[src/rtl/cubic_bezier_polyline_sampler_unit_defines.svh]
// Assertion macros shared by the curve sampler RTL.
`ifndef CUBIC_BEZIER_POLYLINE_SAMPLER_UNIT_DEFINES_SVH
`define CUBIC_BEZIER_POLYLINE_SAMPLER_UNIT_DEFINES_SVH

// Check that cons holds in the same cycle as ante.
`define CBPS_ASSERT_IMPLY(label, clk, rst, ante, cons, msg) \
   label: assert property (@(posedge clk) disable iff (rst) (ante) |-> (cons)) \
      else $error(msg);

// Check that cons holds in the cycle after ante.
`define CBPS_ASSERT_NEXT(label, clk, rst, ante, cons, msg) \
   label: assert property (@(posedge clk) disable iff (rst) (ante) |=> (cons)) \
      else $error(msg);

`endif

[src/rtl/cbps_pkg.sv]
// Types and fixed constants of the cubic Bezier curve sampler.
package cbps_pkg;

   localparam int PT_W        = 16;
   localparam int C1_W        = 17;
   localparam int C2_W        = 18;
   localparam int C3_W        = 19;
   localparam int NUM_W       = 44;
   // Difference numerators stay below 2^30 in magnitude for any STEPS up to 63.
   localparam int DVD_W       = 30;
   localparam int DIV_QB      = 24;
   localparam int QUO_W       = DIV_QB + 1;
   localparam int SEG_PTS     = 4;
   localparam int QUEUE_DEPTH = 2;
   localparam int QPTR_W      = $clog2(QUEUE_DEPTH);
   localparam int QCNT_W      = $clog2(QUEUE_DEPTH + 1);

   typedef struct packed {
      logic signed [PT_W-1:0] point_x;
      logic signed [PT_W-1:0] point_y;
      logic                   first_point;
   } req_type;

   typedef struct packed {
      logic signed [PT_W-1:0] curve_x;
      logic signed [PT_W-1:0] curve_y;
      logic                   segment_end;
   } rsp_type;

   typedef struct packed {
      logic signed [PT_W-1:0] x;
      logic signed [PT_W-1:0] y;
   } point_type;

   typedef point_type [SEG_PTS-1:0] segment_type;

   typedef struct packed {
      logic full;
      logic empty;
   } queue_status_type;

   typedef enum logic [2:0] {
      BK_IDLE,
      BK_COEF,
      BK_NUM,
      BK_LOAD,
      BK_DIV,
      BK_RUN
   } back_state_type;

   typedef struct packed {
      logic pop;
      logic coef_en;
      logic num_en;
      logic start;
      logic load_diff;
      logic emit;
   } back_ctrl_type;

endpackage

[src/rtl/cubic_bezier_polyline_sampler_unit.sv]
// Top level of the cubic Bezier polyline sampler.
//
// Usage:
//  - Requests on req_* carry one control point each; a request is taken at a rising
//    clock edge with req_valid high and req_stall low. first_point restarts the
//    polyline. The first four points form a segment, each further three points the
//    next segment, which starts at the previous segment's last point.
//  - Each finished segment yields STEPS+1 samples on rsp_*, one per cycle unless
//    rsp_stall holds them, taken at an edge with rsp_valid high and rsp_stall low;
//    segment_end marks the sample at t equal to one.
//  - Flow: a finished segment waits in a two-entry queue; the sampler pops it,
//    forms the polynomial coefficients, then the difference numerators, starts the
//    reciprocal-multiply dividers that set up the forward differences, waits for
//    them and then steps out the STEPS+1 samples. Points keep being taken while the
//    sampler works on an earlier segment, until the queue is full.
//  - req_stall rises only while the segment queue is full.
//  - rsp_stall holds the output register; the sampler waits and the queue keeps
//    taking segments until it fills.
//  - Reset (synchronous, active high) empties the queue, drops any collected points
//    and any segment in progress, and clears rsp_valid.
module cubic_bezier_polyline_sampler_unit import cbps_pkg::*; #(
   parameter int STEPS = 16
) (
   input  logic    clock,
   input  logic    reset,
   input  logic    req_valid,
   output logic    req_stall,
   input  req_type req_data,
   output logic    rsp_valid,
   input  logic    rsp_stall,
   output rsp_type rsp_data
);

   queue_status_type q_status;
   logic             q_push, q_pop;
   segment_type      q_push_data, q_pop_data;

   // Collect points; push each completed segment.
   cbps_front u_front (
      .clock     (clock),
      .reset     (reset),
      .req_valid (req_valid),
      .req_stall (req_stall),
      .req_data  (req_data),
      .q_status  (q_status),
      .q_push    (q_push),
      .q_data    (q_push_data)
   );

   // Hold segments so point collection and sampling stall independently.
   cbps_queue u_queue (
      .clock     (clock),
      .reset     (reset),
      .push      (q_push),
      .push_data (q_push_data),
      .pop       (q_pop),
      .pop_data  (q_pop_data),
      .status    (q_status)
   );

   // Set up forward differences and advance one sample per free output slot.
   cbps_back #(.STEPS(STEPS)) u_back (
      .clock     (clock),
      .reset     (reset),
      .q_status  (q_status),
      .q_pop     (q_pop),
      .q_data    (q_pop_data),
      .rsp_valid (rsp_valid),
      .rsp_stall (rsp_stall),
      .rsp_data  (rsp_data)
   );

endmodule

[src/rtl/cbps_front.sv]
// Front end: collects control points and forms complete segments.
module cbps_front import cbps_pkg::*; (
   input  logic             clock,
   input  logic             reset,
   input  logic             req_valid,
   output logic             req_stall,
   input  req_type          req_data,
   input  queue_status_type q_status,
   output logic             q_push,
   output segment_type      q_data
);

   localparam int          HELD_ENTRIES = SEG_PTS - 1;
   localparam logic [1:0]  LAST_SLOT    = 2'(SEG_PTS - 1);

   point_type  store_ff [HELD_ENTRIES];
   point_type  store_in [HELD_ENTRIES];
   logic [1:0] points_held_ff, points_held_in;
   logic       accept;
   logic [1:0] slot;
   point_type  pt;

   assign pt        = '{x: req_data.point_x, y: req_data.point_y};
   assign req_stall = q_status.full;
   assign accept    = req_valid & ~req_stall;
   // A start mark or an empty store puts the point at the head of a new polyline.
   assign slot      = (req_data.first_point || points_held_ff == 2'd0) ? 2'd0 : points_held_ff;
   assign q_push    = accept && (slot == LAST_SLOT);

   always_comb begin
      q_data[SEG_PTS-1] = pt;
      for (int i = 0; i < HELD_ENTRIES; i++) begin
         q_data[i] = store_ff[i];
      end
   end

   always_comb begin
      store_in       = store_ff;
      points_held_in = points_held_ff;
      if (accept) begin
         if (q_push) begin
            // Carry the segment's last point over as the next segment's first.
            store_in[0]    = pt;
            points_held_in = 2'd1;
         end else begin
            store_in[slot]  = pt;
            points_held_in  = slot + 2'd1;
         end
      end
   end

   always_ff @(posedge clock) begin
      store_ff <= store_in;
      if (reset) begin
         points_held_ff <= 2'd0;
      end else begin
         points_held_ff <= points_held_in;
      end
   end

endmodule

[src/rtl/cbps_queue.sv]
// Short segment queue between the front end and the sampler.
`include "cubic_bezier_polyline_sampler_unit_defines.svh"

module cbps_queue import cbps_pkg::*; (
   input  logic             clock,
   input  logic             reset,
   input  logic             push,
   input  segment_type      push_data,
   input  logic             pop,
   output segment_type      pop_data,
   output queue_status_type status
);

   localparam logic [QPTR_W-1:0] LAST_PTR = QPTR_W'(QUEUE_DEPTH - 1);
   localparam logic [QCNT_W-1:0] FULL_CNT = QCNT_W'(QUEUE_DEPTH);

   segment_type       mem_ff [QUEUE_DEPTH];
   logic [QPTR_W-1:0] wr_ff, wr_in, rd_ff, rd_in;
   logic [QCNT_W-1:0] count_ff, count_in;

   assign pop_data     = mem_ff[rd_ff];
   assign status.full  = (count_ff == FULL_CNT);
   assign status.empty = (count_ff == '0);

   always_comb begin
      wr_in    = wr_ff;
      rd_in    = rd_ff;
      count_in = count_ff;
      if (push) begin
         wr_in = (wr_ff == LAST_PTR) ? '0 : wr_ff + QPTR_W'(1);
      end
      if (pop) begin
         rd_in = (rd_ff == LAST_PTR) ? '0 : rd_ff + QPTR_W'(1);
      end
      if (push && !pop) begin
         count_in = count_ff + QCNT_W'(1);
      end else if (pop && !push) begin
         count_in = count_ff - QCNT_W'(1);
      end
   end

   always_ff @(posedge clock) begin
      if (push) begin
         mem_ff[wr_ff] <= push_data;
      end
   end

   always_ff @(posedge clock) begin
      if (reset) begin
         wr_ff    <= '0;
         rd_ff    <= '0;
         count_ff <= '0;
      end else begin
         wr_ff    <= wr_in;
         rd_ff    <= rd_in;
         count_ff <= count_in;
      end
   end

   `CBPS_ASSERT_IMPLY(a_queue_no_overflow, clock, reset, push, count_ff != FULL_CNT, "segment pushed into a full queue")
   `CBPS_ASSERT_IMPLY(a_queue_no_underflow, clock, reset, pop, count_ff != '0, "segment popped from an empty queue")

endmodule

[src/rtl/cbps_div.sv]
// Reciprocal-multiply divider by the constant STEPS cubed, floor quotient and remainder.
module cbps_div import cbps_pkg::*; #(
   parameter  int STEPS = 16,
   localparam int DEN   = STEPS * STEPS * STEPS,
   localparam int RW    = $clog2(DEN + 1)
) (
   input  logic                    clock,
   input  logic                    reset,
   input  logic                    start,
   input  logic signed [NUM_W-1:0] num,
   output logic                    done,
   output logic signed [QUO_W-1:0] quo,
   output logic        [RW-1:0]    rem
);

   // Rounded-up reciprocal; exact floor quotient for every magnitude below 2^DVD_W.
   localparam int             RL         = $clog2(DEN);
   localparam int             SH         = DVD_W + RL;
   localparam int             PW         = 2 * DVD_W + 1;
   localparam logic [63:0]    RECIP_FULL = ((64'd1 << SH) + 64'(DEN) - 64'd1) / 64'(DEN);
   localparam logic [DVD_W:0] RECIP      = RECIP_FULL[DVD_W:0];

   logic [DVD_W-1:0]  mag_ff, mag_in;
   logic              neg_ff, neg_in;
   logic [DIV_QB-1:0] q_ff, q_in;
   logic [RW-1:0]     rm_ff, rm_in;
   logic              mul_ff;
   logic              sub_ff;
   logic              done_ff, done_in;
   logic [NUM_W-1:0]  mag;
   logic [PW-1:0]     prod;
   logic [DVD_W-1:0]  rm_full;
   logic              fix;
   logic signed [QUO_W-1:0] qmag;

   assign mag     = num[NUM_W-1] ? -num : num;
   assign prod    = PW'(mag_ff) * PW'(RECIP);
   assign rm_full = mag_ff - DVD_W'(q_ff) * DVD_W'(DEN);

   // Capture the magnitude, then the quotient, then the remainder, one stage a cycle.
   always_comb begin
      mag_in  = mag_ff;
      neg_in  = neg_ff;
      done_in = done_ff;
      q_in    = DIV_QB'(prod >> SH);
      rm_in   = rm_full[RW-1:0];
      if (start) begin
         mag_in  = mag[DVD_W-1:0];
         neg_in  = num[NUM_W-1];
         done_in = 1'b0;
      end else if (sub_ff) begin
         done_in = 1'b1;
      end
   end

   always_ff @(posedge clock) begin
      mag_ff <= mag_in;
      neg_ff <= neg_in;
      q_ff   <= q_in;
      rm_ff  <= rm_in;
      if (reset) begin
         mul_ff  <= 1'b0;
         sub_ff  <= 1'b0;
         done_ff <= 1'b0;
      end else begin
         mul_ff  <= start;
         sub_ff  <= mul_ff;
         done_ff <= done_in;
      end
   end

   // Turn the magnitude result into a floor quotient with a non-negative remainder.
   assign fix  = neg_ff && (rm_ff != '0);
   assign qmag = {1'b0, q_ff};
   assign quo  = neg_ff ? (fix ? ~qmag : -qmag) : qmag;
   assign rem  = fix ? RW'(DEN) - rm_ff : rm_ff;
   assign done = done_ff;

endmodule

[src/rtl/cbps_back.sv]
// Back end: per segment setup and forward-difference sample generation.
`include "cubic_bezier_polyline_sampler_unit_defines.svh"

module cbps_back import cbps_pkg::*; #(
   parameter int STEPS = 16
) (
   input  logic             clock,
   input  logic             reset,
   input  queue_status_type q_status,
   output logic             q_pop,
   input  segment_type      q_data,
   output logic             rsp_valid,
   input  logic             rsp_stall,
   output rsp_type          rsp_data
);

   localparam int DEN   = STEPS * STEPS * STEPS;
   localparam int RW    = $clog2(DEN + 1);
   localparam int KW    = $clog2(STEPS + 1);
   localparam int LANES = 2;
   localparam int DIFFS = 3;
   localparam logic signed [NUM_W-1:0] K_3SS = NUM_W'(3 * STEPS * STEPS);
   localparam logic signed [NUM_W-1:0] K_3S  = NUM_W'(3 * STEPS);
   localparam logic signed [NUM_W-1:0] K_6S  = NUM_W'(6 * STEPS);
   localparam logic signed [NUM_W-1:0] K_6   = NUM_W'(6);
   localparam logic [KW-1:0]           K_LAST = KW'(STEPS);
   localparam logic [RW:0]             DEN_EXT = (RW + 1)'(DEN);

   // Add two values held as floor quotient and remainder.
   function automatic logic [QUO_W+RW-1:0] qr_add(input logic [QUO_W-1:0] qa,
                                                  input logic [RW-1:0]    ra,
                                                  input logic [QUO_W-1:0] qb,
                                                  input logic [RW-1:0]    rb);
      logic [RW:0]    rs;
      logic [QUO_W-1:0] qs;
      rs = {1'b0, ra} + {1'b0, rb};
      qs = qa + qb;
      if (rs >= DEN_EXT) begin
         rs = rs - DEN_EXT;
         qs = qs + QUO_W'(1);
      end
      return {qs, rs[RW-1:0]};
   endfunction

   back_state_type state_ff, state_in;
   back_ctrl_type  ctrl;
   logic           out_free;

   segment_type seg_ff, seg_in;
   logic signed [PT_W-1:0]  pc     [LANES][SEG_PTS];
   logic signed [C1_W-1:0]  c1_ff  [LANES], c1_in [LANES], c1_c [LANES];
   logic signed [C2_W-1:0]  c2_ff  [LANES], c2_in [LANES], c2_c [LANES];
   logic signed [C3_W-1:0]  c3_ff  [LANES], c3_in [LANES], c3_c [LANES];
   logic signed [C3_W-1:0]  t3     [LANES];
   logic signed [NUM_W-1:0] num_ff [LANES][DIFFS], num_in [LANES][DIFFS];
   logic signed [NUM_W-1:0] num_c  [LANES][DIFFS];

   logic signed [QUO_W-1:0] div_q  [LANES][DIFFS];
   logic        [RW-1:0]    div_r  [LANES][DIFFS];
   logic [LANES*DIFFS-1:0]  done_vec;

   logic [QUO_W-1:0] aq_ff [LANES], aq_in [LANES], aq_s [LANES];
   logic [RW-1:0]    ar_ff [LANES], ar_in [LANES], ar_s [LANES];
   logic [QUO_W-1:0] dq_ff [LANES][DIFFS], dq_in [LANES][DIFFS];
   logic [RW-1:0]    dr_ff [LANES][DIFFS], dr_in [LANES][DIFFS];
   logic [QUO_W-1:0] dq_s  [LANES][DIFFS-1];
   logic [RW-1:0]    dr_s  [LANES][DIFFS-1];
   logic signed [PT_W-1:0] tq [LANES];

   logic [KW-1:0] k_ff, k_in;
   logic          rsp_valid_ff, rsp_valid_in;
   rsp_type       rsp_ff, rsp_in;

   assign out_free = !rsp_valid_ff || !rsp_stall;

   // Sequencer: next state.
   always_comb begin
      state_in = state_ff;
      unique case (state_ff)
         BK_IDLE: begin
            if (!q_status.empty) state_in = BK_COEF;
         end
         BK_COEF: state_in = BK_NUM;
         BK_NUM:  state_in = BK_LOAD;
         BK_LOAD: state_in = BK_DIV;
         BK_DIV: begin
            if (&done_vec) state_in = BK_RUN;
         end
         BK_RUN: begin
            if (out_free && k_ff == K_LAST) state_in = BK_IDLE;
         end
         default: state_in = BK_IDLE;
      endcase
   end

   // Sequencer: outputs.
   always_comb begin
      ctrl = '0;
      unique case (state_ff)
         BK_IDLE: ctrl.pop       = !q_status.empty;
         BK_COEF: ctrl.coef_en   = 1'b1;
         BK_NUM:  ctrl.num_en    = 1'b1;
         BK_LOAD: ctrl.start     = 1'b1;
         BK_DIV:  ctrl.load_diff = &done_vec;
         BK_RUN:  ctrl.emit      = out_free;
         default: ctrl = '0;
      endcase
   end

   assign q_pop = ctrl.pop;

   // Polynomial coefficients, difference numerators and the stepping adds.
   always_comb begin
      for (int l = 0; l < LANES; l++) begin
         for (int i = 0; i < SEG_PTS; i++) begin
            pc[l][i] = (l == 0) ? seg_ff[i].x : seg_ff[i].y;
         end
         c1_c[l] = C1_W'(pc[l][1]) - C1_W'(pc[l][0]);
         c2_c[l] = C2_W'(pc[l][0]) + C2_W'(pc[l][2]) - (C2_W'(pc[l][1]) <<< 1);
         t3[l]   = C3_W'(pc[l][1]) - C3_W'(pc[l][2]);
         c3_c[l] = C3_W'(pc[l][3]) - C3_W'(pc[l][0]) + (t3[l] <<< 1) + t3[l];

         num_c[l][0] = K_3SS * NUM_W'(c1_ff[l]) + K_3S * NUM_W'(c2_ff[l])
                       + NUM_W'(c3_ff[l]);
         num_c[l][1] = K_6S * NUM_W'(c2_ff[l]) + K_6 * NUM_W'(c3_ff[l]);
         num_c[l][2] = K_6 * NUM_W'(c3_ff[l]);

         {aq_s[l], ar_s[l]} = qr_add(aq_ff[l], ar_ff[l], dq_ff[l][0], dr_ff[l][0]);
         for (int j = 0; j < DIFFS - 1; j++) begin
            {dq_s[l][j], dr_s[l][j]} = qr_add(dq_ff[l][j], dr_ff[l][j],
                                              dq_ff[l][j+1], dr_ff[l][j+1]);
         end

         // Round the floor quotient toward zero.
         tq[l] = aq_ff[l][PT_W-1:0] + PT_W'(aq_ff[l][QUO_W-1] && (ar_ff[l] != '0));
      end
   end

   generate
      for (genvar l = 0; l < LANES; l++) begin : g_lane
         for (genvar j = 0; j < DIFFS; j++) begin : g_diff
            cbps_div #(.STEPS(STEPS)) u_div (
               .clock (clock),
               .reset (reset),
               .start (ctrl.start),
               .num   (num_ff[l][j]),
               .done  (done_vec[l*DIFFS+j]),
               .quo   (div_q[l][j]),
               .rem   (div_r[l][j])
            );
         end
      end
   endgenerate

   always_comb begin
      seg_in       = seg_ff;
      c1_in        = c1_ff;
      c2_in        = c2_ff;
      c3_in        = c3_ff;
      num_in       = num_ff;
      aq_in        = aq_ff;
      ar_in        = ar_ff;
      dq_in        = dq_ff;
      dr_in        = dr_ff;
      k_in         = k_ff;
      rsp_in       = rsp_ff;
      rsp_valid_in = rsp_valid_ff && rsp_stall;
      if (ctrl.pop) seg_in = q_data;
      if (ctrl.start) k_in = '0;
      if (ctrl.emit) begin
         rsp_in.curve_x     = tq[0];
         rsp_in.curve_y     = tq[1];
         rsp_in.segment_end = (k_ff == K_LAST);
         rsp_valid_in       = 1'b1;
         k_in               = k_ff + KW'(1);
      end
      for (int l = 0; l < LANES; l++) begin
         if (ctrl.coef_en) begin
            c1_in[l] = c1_c[l];
            c2_in[l] = c2_c[l];
            c3_in[l] = c3_c[l];
         end
         if (ctrl.num_en) begin
            num_in[l] = num_c[l];
         end
         if (ctrl.start) begin
            // The first sample is the first control point exactly.
            aq_in[l] = QUO_W'(pc[l][0]);
            ar_in[l] = '0;
         end
         if (ctrl.load_diff) begin
            for (int j = 0; j < DIFFS; j++) begin
               dq_in[l][j] = div_q[l][j];
               dr_in[l][j] = div_r[l][j];
            end
         end
         if (ctrl.emit) begin
            aq_in[l] = aq_s[l];
            ar_in[l] = ar_s[l];
            for (int j = 0; j < DIFFS - 1; j++) begin
               dq_in[l][j] = dq_s[l][j];
               dr_in[l][j] = dr_s[l][j];
            end
         end
      end
   end

   always_ff @(posedge clock) begin
      seg_in_hold: begin
         seg_ff <= seg_in;
         c1_ff  <= c1_in;
         c2_ff  <= c2_in;
         c3_ff  <= c3_in;
         num_ff <= num_in;
         aq_ff  <= aq_in;
         ar_ff  <= ar_in;
         dq_ff  <= dq_in;
         dr_ff  <= dr_in;
         rsp_ff <= rsp_in;
      end
      if (reset) begin
         state_ff     <= BK_IDLE;
         k_ff         <= '0;
         rsp_valid_ff <= 1'b0;
      end else begin
         state_ff     <= state_in;
         k_ff         <= k_in;
         rsp_valid_ff <= rsp_valid_in;
      end
   end

   assign rsp_valid = rsp_valid_ff;
   assign rsp_data  = rsp_ff;

   `CBPS_ASSERT_IMPLY(a_run_after_div, clock, reset, state_ff == BK_RUN, &done_vec, "sampling started before the divisions finished")
   `CBPS_ASSERT_IMPLY(a_k_in_range, clock, reset, state_ff == BK_RUN, k_ff <= K_LAST, "sample index past the last sample")
   `CBPS_ASSERT_NEXT(a_last_sample, clock, reset, ctrl.emit && k_ff == K_LAST, state_ff == BK_IDLE && rsp_ff.segment_end, "last sample not marked or sampler not idle")

endmodule

[config.mk]
export PLATFORM = sky130hd
export DESIGN_NAME = cubic_bezier_polyline_sampler_unit
export DESIGN_NICKNAME = d
export VERILOG_FILES = /design/src/rtl/cbps_pkg.sv /design/src/rtl/cubic_bezier_polyline_sampler_unit.sv /design/src/rtl/cbps_front.sv /design/src/rtl/cbps_queue.sv /design/src/rtl/cbps_div.sv /design/src/rtl/cbps_back.sv
export VERILOG_INCLUDE_DIRS = /design/src /design/src/rtl
export SDC_FILE = /design/constraint.sdc
export NUM_CORES = 2
export LEC_CHECK = 0
export BUFFER_PORTS_ARGS = -buffer_cell sky130_fd_sc_hd__clkbuf_2
export CORE_MARGIN = 2
export CORE_UTILIZATION = 35
export DETAILED_ROUTE_END_ITERATION = 10
export PLACE_DENSITY = 0.55
export SYNTH_ARGS = -nofsm -noshare
export SYNTH_HDL_FRONTEND = slang
export SYNTH_SLANG_ARGS = --single-unit
[constraint.sdc]
create_clock -name clock -period 17.37 [get_ports clock]
set_input_delay 0 -clock clock [delete_from_list [all_inputs] [get_ports clock]]
set_output_delay 0 -clock clock [all_outputs]
set_load 0.1 [all_outputs]
## Word-level counts from Yosys, hierarchy flattened

Memory sizes are Yosys's and may differ from the RTL's. A register that Yosys moved wholly into a read port is not among the register bits.
Cells that the tools add are included.
Widths: inputs -> output; s select.

| word-level totals | value |
|---|---|
| bits of input ports | 37 |
| output and inout port bits | 35 |
| memory bits (writable) | 256 |
| bits in registers | 1151 |
| memories | 1 |

| cells by class | value |
|---|---|
| multiply operators | 8 |
| reductions and logical operators | 38 |
| $lt $le $gt $ge | 8 |
| mux-type cells | 76 |
| eq/ne operators | 11 |
| bitwise operators | 10 |
| $add $sub $neg | 76 |

Memories:

| name | depth | width | rd ports | clocked after memory_dff | wr ports | RTL line | text |
|---|---|---|---|---|---|---|---|
| u_queue.mem_ff | 2 | 128 | 1 | 1 | 1 | cbps_queue.sv:17 | `segment_type mem_ff [QUEUE_DEPTH];` |

Operators with widths:

| kind | count |
|---|---|
| $mux 25 | 22 |
| $mux 13 | 15 |
| $mux 30 | 6 |
| $add 25x1->25 const B | 6 |
| $add 25x25->25 | 6 |
| $mux 75 | 2 |
| $neg 18->25 | 6 |
| $not 18->25 | 6 |
| $neg 30->30 | 4 |
| $reduce_bool 13->1 | 8 |
| $sub 16x16->17 | 6 |
| $mux 50 | 2 |
| $bwmux 96 | 1 |
| $add 44x19->44 | 2 |
| $add 44x44->44 | 2 |
| $add 13x13->14 | 6 |
| $ge 14x13->1 const B | 6 |
| $mul 3x18->21 const A | 4 |
| $mux 39 | 2 |
| $sub 13x13->13 | 6 |
| $sub 13x13->13 const A | 6 |
| $sub 13x13->13 const B | 6 |
| $add 19x19->19 | 4 |
| $demux 32 s2 | 1 |
| 39 further kinds | 92 |

## Longest topological paths before layout

| logic depth | value |
|---|---|
| depth in word-level cells | 10 |
| mapped depth | 24 |

## Hierarchy

A second synthesis with hierarchy kept.

| unflattened totals | value |
|---|---|
| cells, all modules | 7945 |
| area, all modules | 89569.7 µm² |

Modules (own cells, without submodules):

| module | cells an instance | times used | area an instance (µm²) |
|---|---|---|---|
| cbps_back | 5669 | 1 | 57199.9 |
| cbps_div | 278 | 6 | 3201.8 |
| cbps_queue | 420 | 1 | 9490.4 |
| cbps_front | 188 | 1 | 3668.5 |

## Worst setup path after synthesis

No wires, ideal clock.

| timing path | value |
|---|---|
| path kind | register to register |
| start point | reg u_back.state_ff[2] |
| end point | reg u_back.num_ff[100] in the netlist's numbering (enable) |
| arrival time | 11.263 ns |
| cell stages (with the launch flop) | 3 |
| path slack | 5.237 ns |
| buffers on the path | 1 |
| cell sequence | dfxtp_1 -> clkbuf_1 -> nor3b_1 |

| on the way | value |
|---|---|
| longest elaborated chain between the ends | 2 |

Ends and longest elaborated chain:

| item | RTL line | text |
|---|---|---|
| from (decl) | cbps_back.sv:45 | `back_state_type state_ff, state_in;` |
| from (signal assigned) | cbps_back.sv:226 | `state_ff <= state_in;` |
| $eq 3x2->1 | cbps_back.sv:99 | `unique case (state_ff)` |
| $mux 1 | cbps_back.sv:99 |  |
| to (signal assigned) | cbps_back.sv:214 | `num_ff <= num_in;` |
| to (decl) | cbps_back.sv:55 | `logic signed [NUM_W-1:0] num_ff [LANES][DIFFS], num_in [LANES][DIFFS];` |

No other way between the ends.
A chain may end at the register's enable or synchronous reset.

==> results.cfg <==
[finish]
drive_gt1_share_pct = 7.45
area_delta_synth_final_pct = 12.4
fillers = 22800
final_nets = 8558

[worst_hold_path]
whs_path_depth = 2
min_to = u_queue.mem_ff[0][103]
hp-class = in2reg
min_from = req_data[8]

[logic_synthesis]
synthFlopType = edfxtp_1
yosysTopAreaCell = edfxtp_1
synth_area_leaders = edfxtp_1 44%, ha_1 11%, xnor2_1 6.1%
synth_common_cells = 1,247 x edfxtp_1, 720 x ha_1, 586 x xnor2_1
async_reset_ff_share_pct = 0
synth.distinct_cells = 93
yosysTopAreaCellShare_pct = 44.2
synth_edf_count = 1247
ys_ff_latch = 1443
synth_cells = 7440
syn_avg_cell_area_um2 = 11.4
ys.warnings.count = 0
yosysMostFrequentCell = edfxtp_1
synth_area_um2 = 84700
ys_seq_area_share_pct = 48.9

[critical_path]
r2r-end = u_back.num_ff[201]
start_kind = register
r2r-start = u_back.c3_ff[20]
cp.arrival_ps = 6610
crit_required_ps = 17890
worstRegToRegCells = 23
crit_fanout = 5
setup.worst_path.end_class = register
r2r_slack_ps = 11280
critical_path_class = reg2reg

[clock_tree]
cts_tree = done
htreeDepth = 4
clockRootBuffer = clkbuf_16
cts_inserted_buffers = 160
clk_pin_slew_worst_paths_ps = 60
cts.sinks = 1443
clk_latency_ps = 810
clock_path_buffers = 3

[sta]
setup_viol = 0
hold_viol_final = 0
fin_skew_ps = 51.8
fin_crit_ps = 6090
drv_slew = 0
min_period_over_period_pct = 35.0
tightestPinTransition_ps = 1260
fmax_mhz = 164
setup_tns_ps = 0
rsz0062_at_grt = false
max_slew_margin_pct = 15.4

[detailed_routing]
drt_iter0_drc = 4008
routed_via_density = 5.13
drc = 0
drt_first_pass_iters = 5
wire_per_inst_um = 18.0
wl_mm = 198
vias = 56500
drt.antenna.violating_nets = 0

[floorplanning]
initial_utilization_pct = 35.2
die_w_um = 496
fp.dieArea_um2 = 246000
rows = 180
die_h_um = 496
coreArea_um2 = 241000
pin_count = 72

[place]
io_buffers = 71
place_congestion = 0.870
hpwl_mm = 152

[run_status]
outcome = finished, final reports clean

[global_route]
grt_max_degree = 76
track_usage_pct = 15.9
grt_remaining_overflow = 0
antenna_found_initial = 15
grt_pass1_wl_mm = 312
grt_pass1_vias = 56300

[job]
maxCapViolations = 0
registers in the layout, summed over array words and instances, names as in the netlist, 74 cells and up:
register	flops
u_back.dq_ff	150
u_back.dr_ff	74
u_back.g_lane.g_diff.u_div.mag_ff	172
u_back.g_lane.g_diff.u_div.q_ff	108
u_back.num_ff	148
u_back.pc	128
u_front.q_data	96
u_queue.mem_ff	256
metrics by stage:
| step | utilization, % | worst slack (ps) | hold WS (ps) | area [um^2] | cells |
|---|---|---|---|---|---|
| floorplan | - | 5240 | 98.9 | 84800 | 7459 |
| global placement | 37.0 | 11380 | 234 | 89000 | 10600 |
| detailed placement | 37.0 | 11320 | 243 | 89000 | 10600 |
| CTS | 39.6 | 11250 | 0.0528 | 95200 | 11000 |
| global route | 39.6 | 10860 | 51.8 | 95200 | 11000 |
| finish | 39.6 | 11280 | 62.8 | 95200 | 11000 |
logic make-up (layout without fill, tap and decap cells):
family | count (synthesis) | in the layout | share of synthesized area, %
xor gates and xnor gates | 905 | 905 | 9.38
and+or+nand+nor | 1857 | 1857 | 10.9
muxes | 147 | 147 | 1.93
AOI/OAI and AO/OA | 1672 | 1672 | 12.8
DFF | 1443 | 1443 | 48.9
other | 1 | 30 | 0.00443
buffers and inverters | 569 | 918 | 2.53
adders and majority gates | 846 | 846 | 13.6
layer usage:
| metal | share of wire, % | up-vias | wire length [um] | track usage, % |
|---|---|---|---|---|
| li1 | - | 28100 | - | - |
| met1 | 49 | 27200 | 97800 | 22.8 |
| met2 | 45 | 985 | 88800 | 25.3 |
| met3 | 3.8 | 252 | 7590 | 2.13 |
| met4 | 2.1 | 8 | 4160 | 4.22 |
| met5 | 0.033 | - | 66 | 0 |
layout make-up:
| cell class | count | area [um^2] | area share, % |
|---|---|---|---|
| flip-flops and latches | 1443 | 41400 | 43.5 |
| multi-input cells | 5447 | 41300 | 43.4 |
| clock buffers | 196 | 4270 | 4.49 |
| well taps | 3185 | 3990 | 4.19 |
| inverters | 452 | 1710 | 1.80 |
| repair buffers | 173 | 1280 | 1.34 |
| clock inverters | 97 | 1240 | 1.30 |
| diodes | 10 | 25.0 | 0.0263 |
critical path, cell delays in order (launching register included):
cell,delay (ps)
edfxtp_1,420
ha_1,310
ha_1,230
fa_1,410
a21o_1,170
a21oi_1,220
o21ai_0,110
a21oi_1,230
o21bai_1,100
a21o_1,220
a41oi_1,350
nand2b_1,100
a21oi_1,180
xnor2_1,180
ha_1,330
nand2_1,100
o21ai_0,90
a2111oi_0,510
o21bai_1,180
a41o_1,280
o41ai_1,530
o21ai_0,230
xor2_1,190
xnor2_1,150
how the worst max path moves through the flow:
stage                       startpoint                  to  slack, ps  depth (start not counted)
finish                u_back.c3_ff[20]  u_back.num_ff[201]      11280                         23
global route          u_back.c3_ff[20]  u_back.num_ff[201]      10860                         23
CTS                   u_back.c3_ff[20]  u_back.num_ff[201]      11250                         23
detailed placement    u_back.c3_ff[20]  u_back.num_ff[201]      11320                         23
global placement      u_back.c3_ff[20]  u_back.num_ff[201]      11380                         23
floorplan           u_back.state_ff[2]  u_back.num_ff[100]       5240                          2
cell usage in the layout (no fill, tap or decap), types with 30 or more instances in the layout:
cell	n
nand2_1	433
clkbuf_2	71
o21a_1	68
a21boi_0	36
ha_1	720
a21oi_1	367
dfxtp_1	195
o21ai_0	397
xnor2_1	586
o211ai_1	40
or2_2	41
edfxtp_1	1247
buf_4	39
nor2_1	456
clkbuf_16	164
o41ai_1	42
nor2b_1	106
nor3_1	167
nand2b_1	83
xor2_1	318
dlygate4sd3_1	63
nor4_1	41
o22ai_1	112
a211oi_1	59
or3_1	86
o21bai_1	45
a21o_1	151
nand3_1	162
a31oi_1	47
or4_1	45
fa_1	124
a2111oi_0	30
and2_1	34
and3_1	71
o31ai_1	102
mux2_2	130
nand4_1	40
inv_1	446
what timing repair did:
action / in CTS / in global routing
resized for setup: 0 / 0
hold endpoints to repair: 200 / 0
hold buffers: 63 / 0
setup buffers: 0 / 0
Power is left out: the tool's default activity adds up to more than one toggle a clock period on the data nets, which glitch-free logic cannot reach.
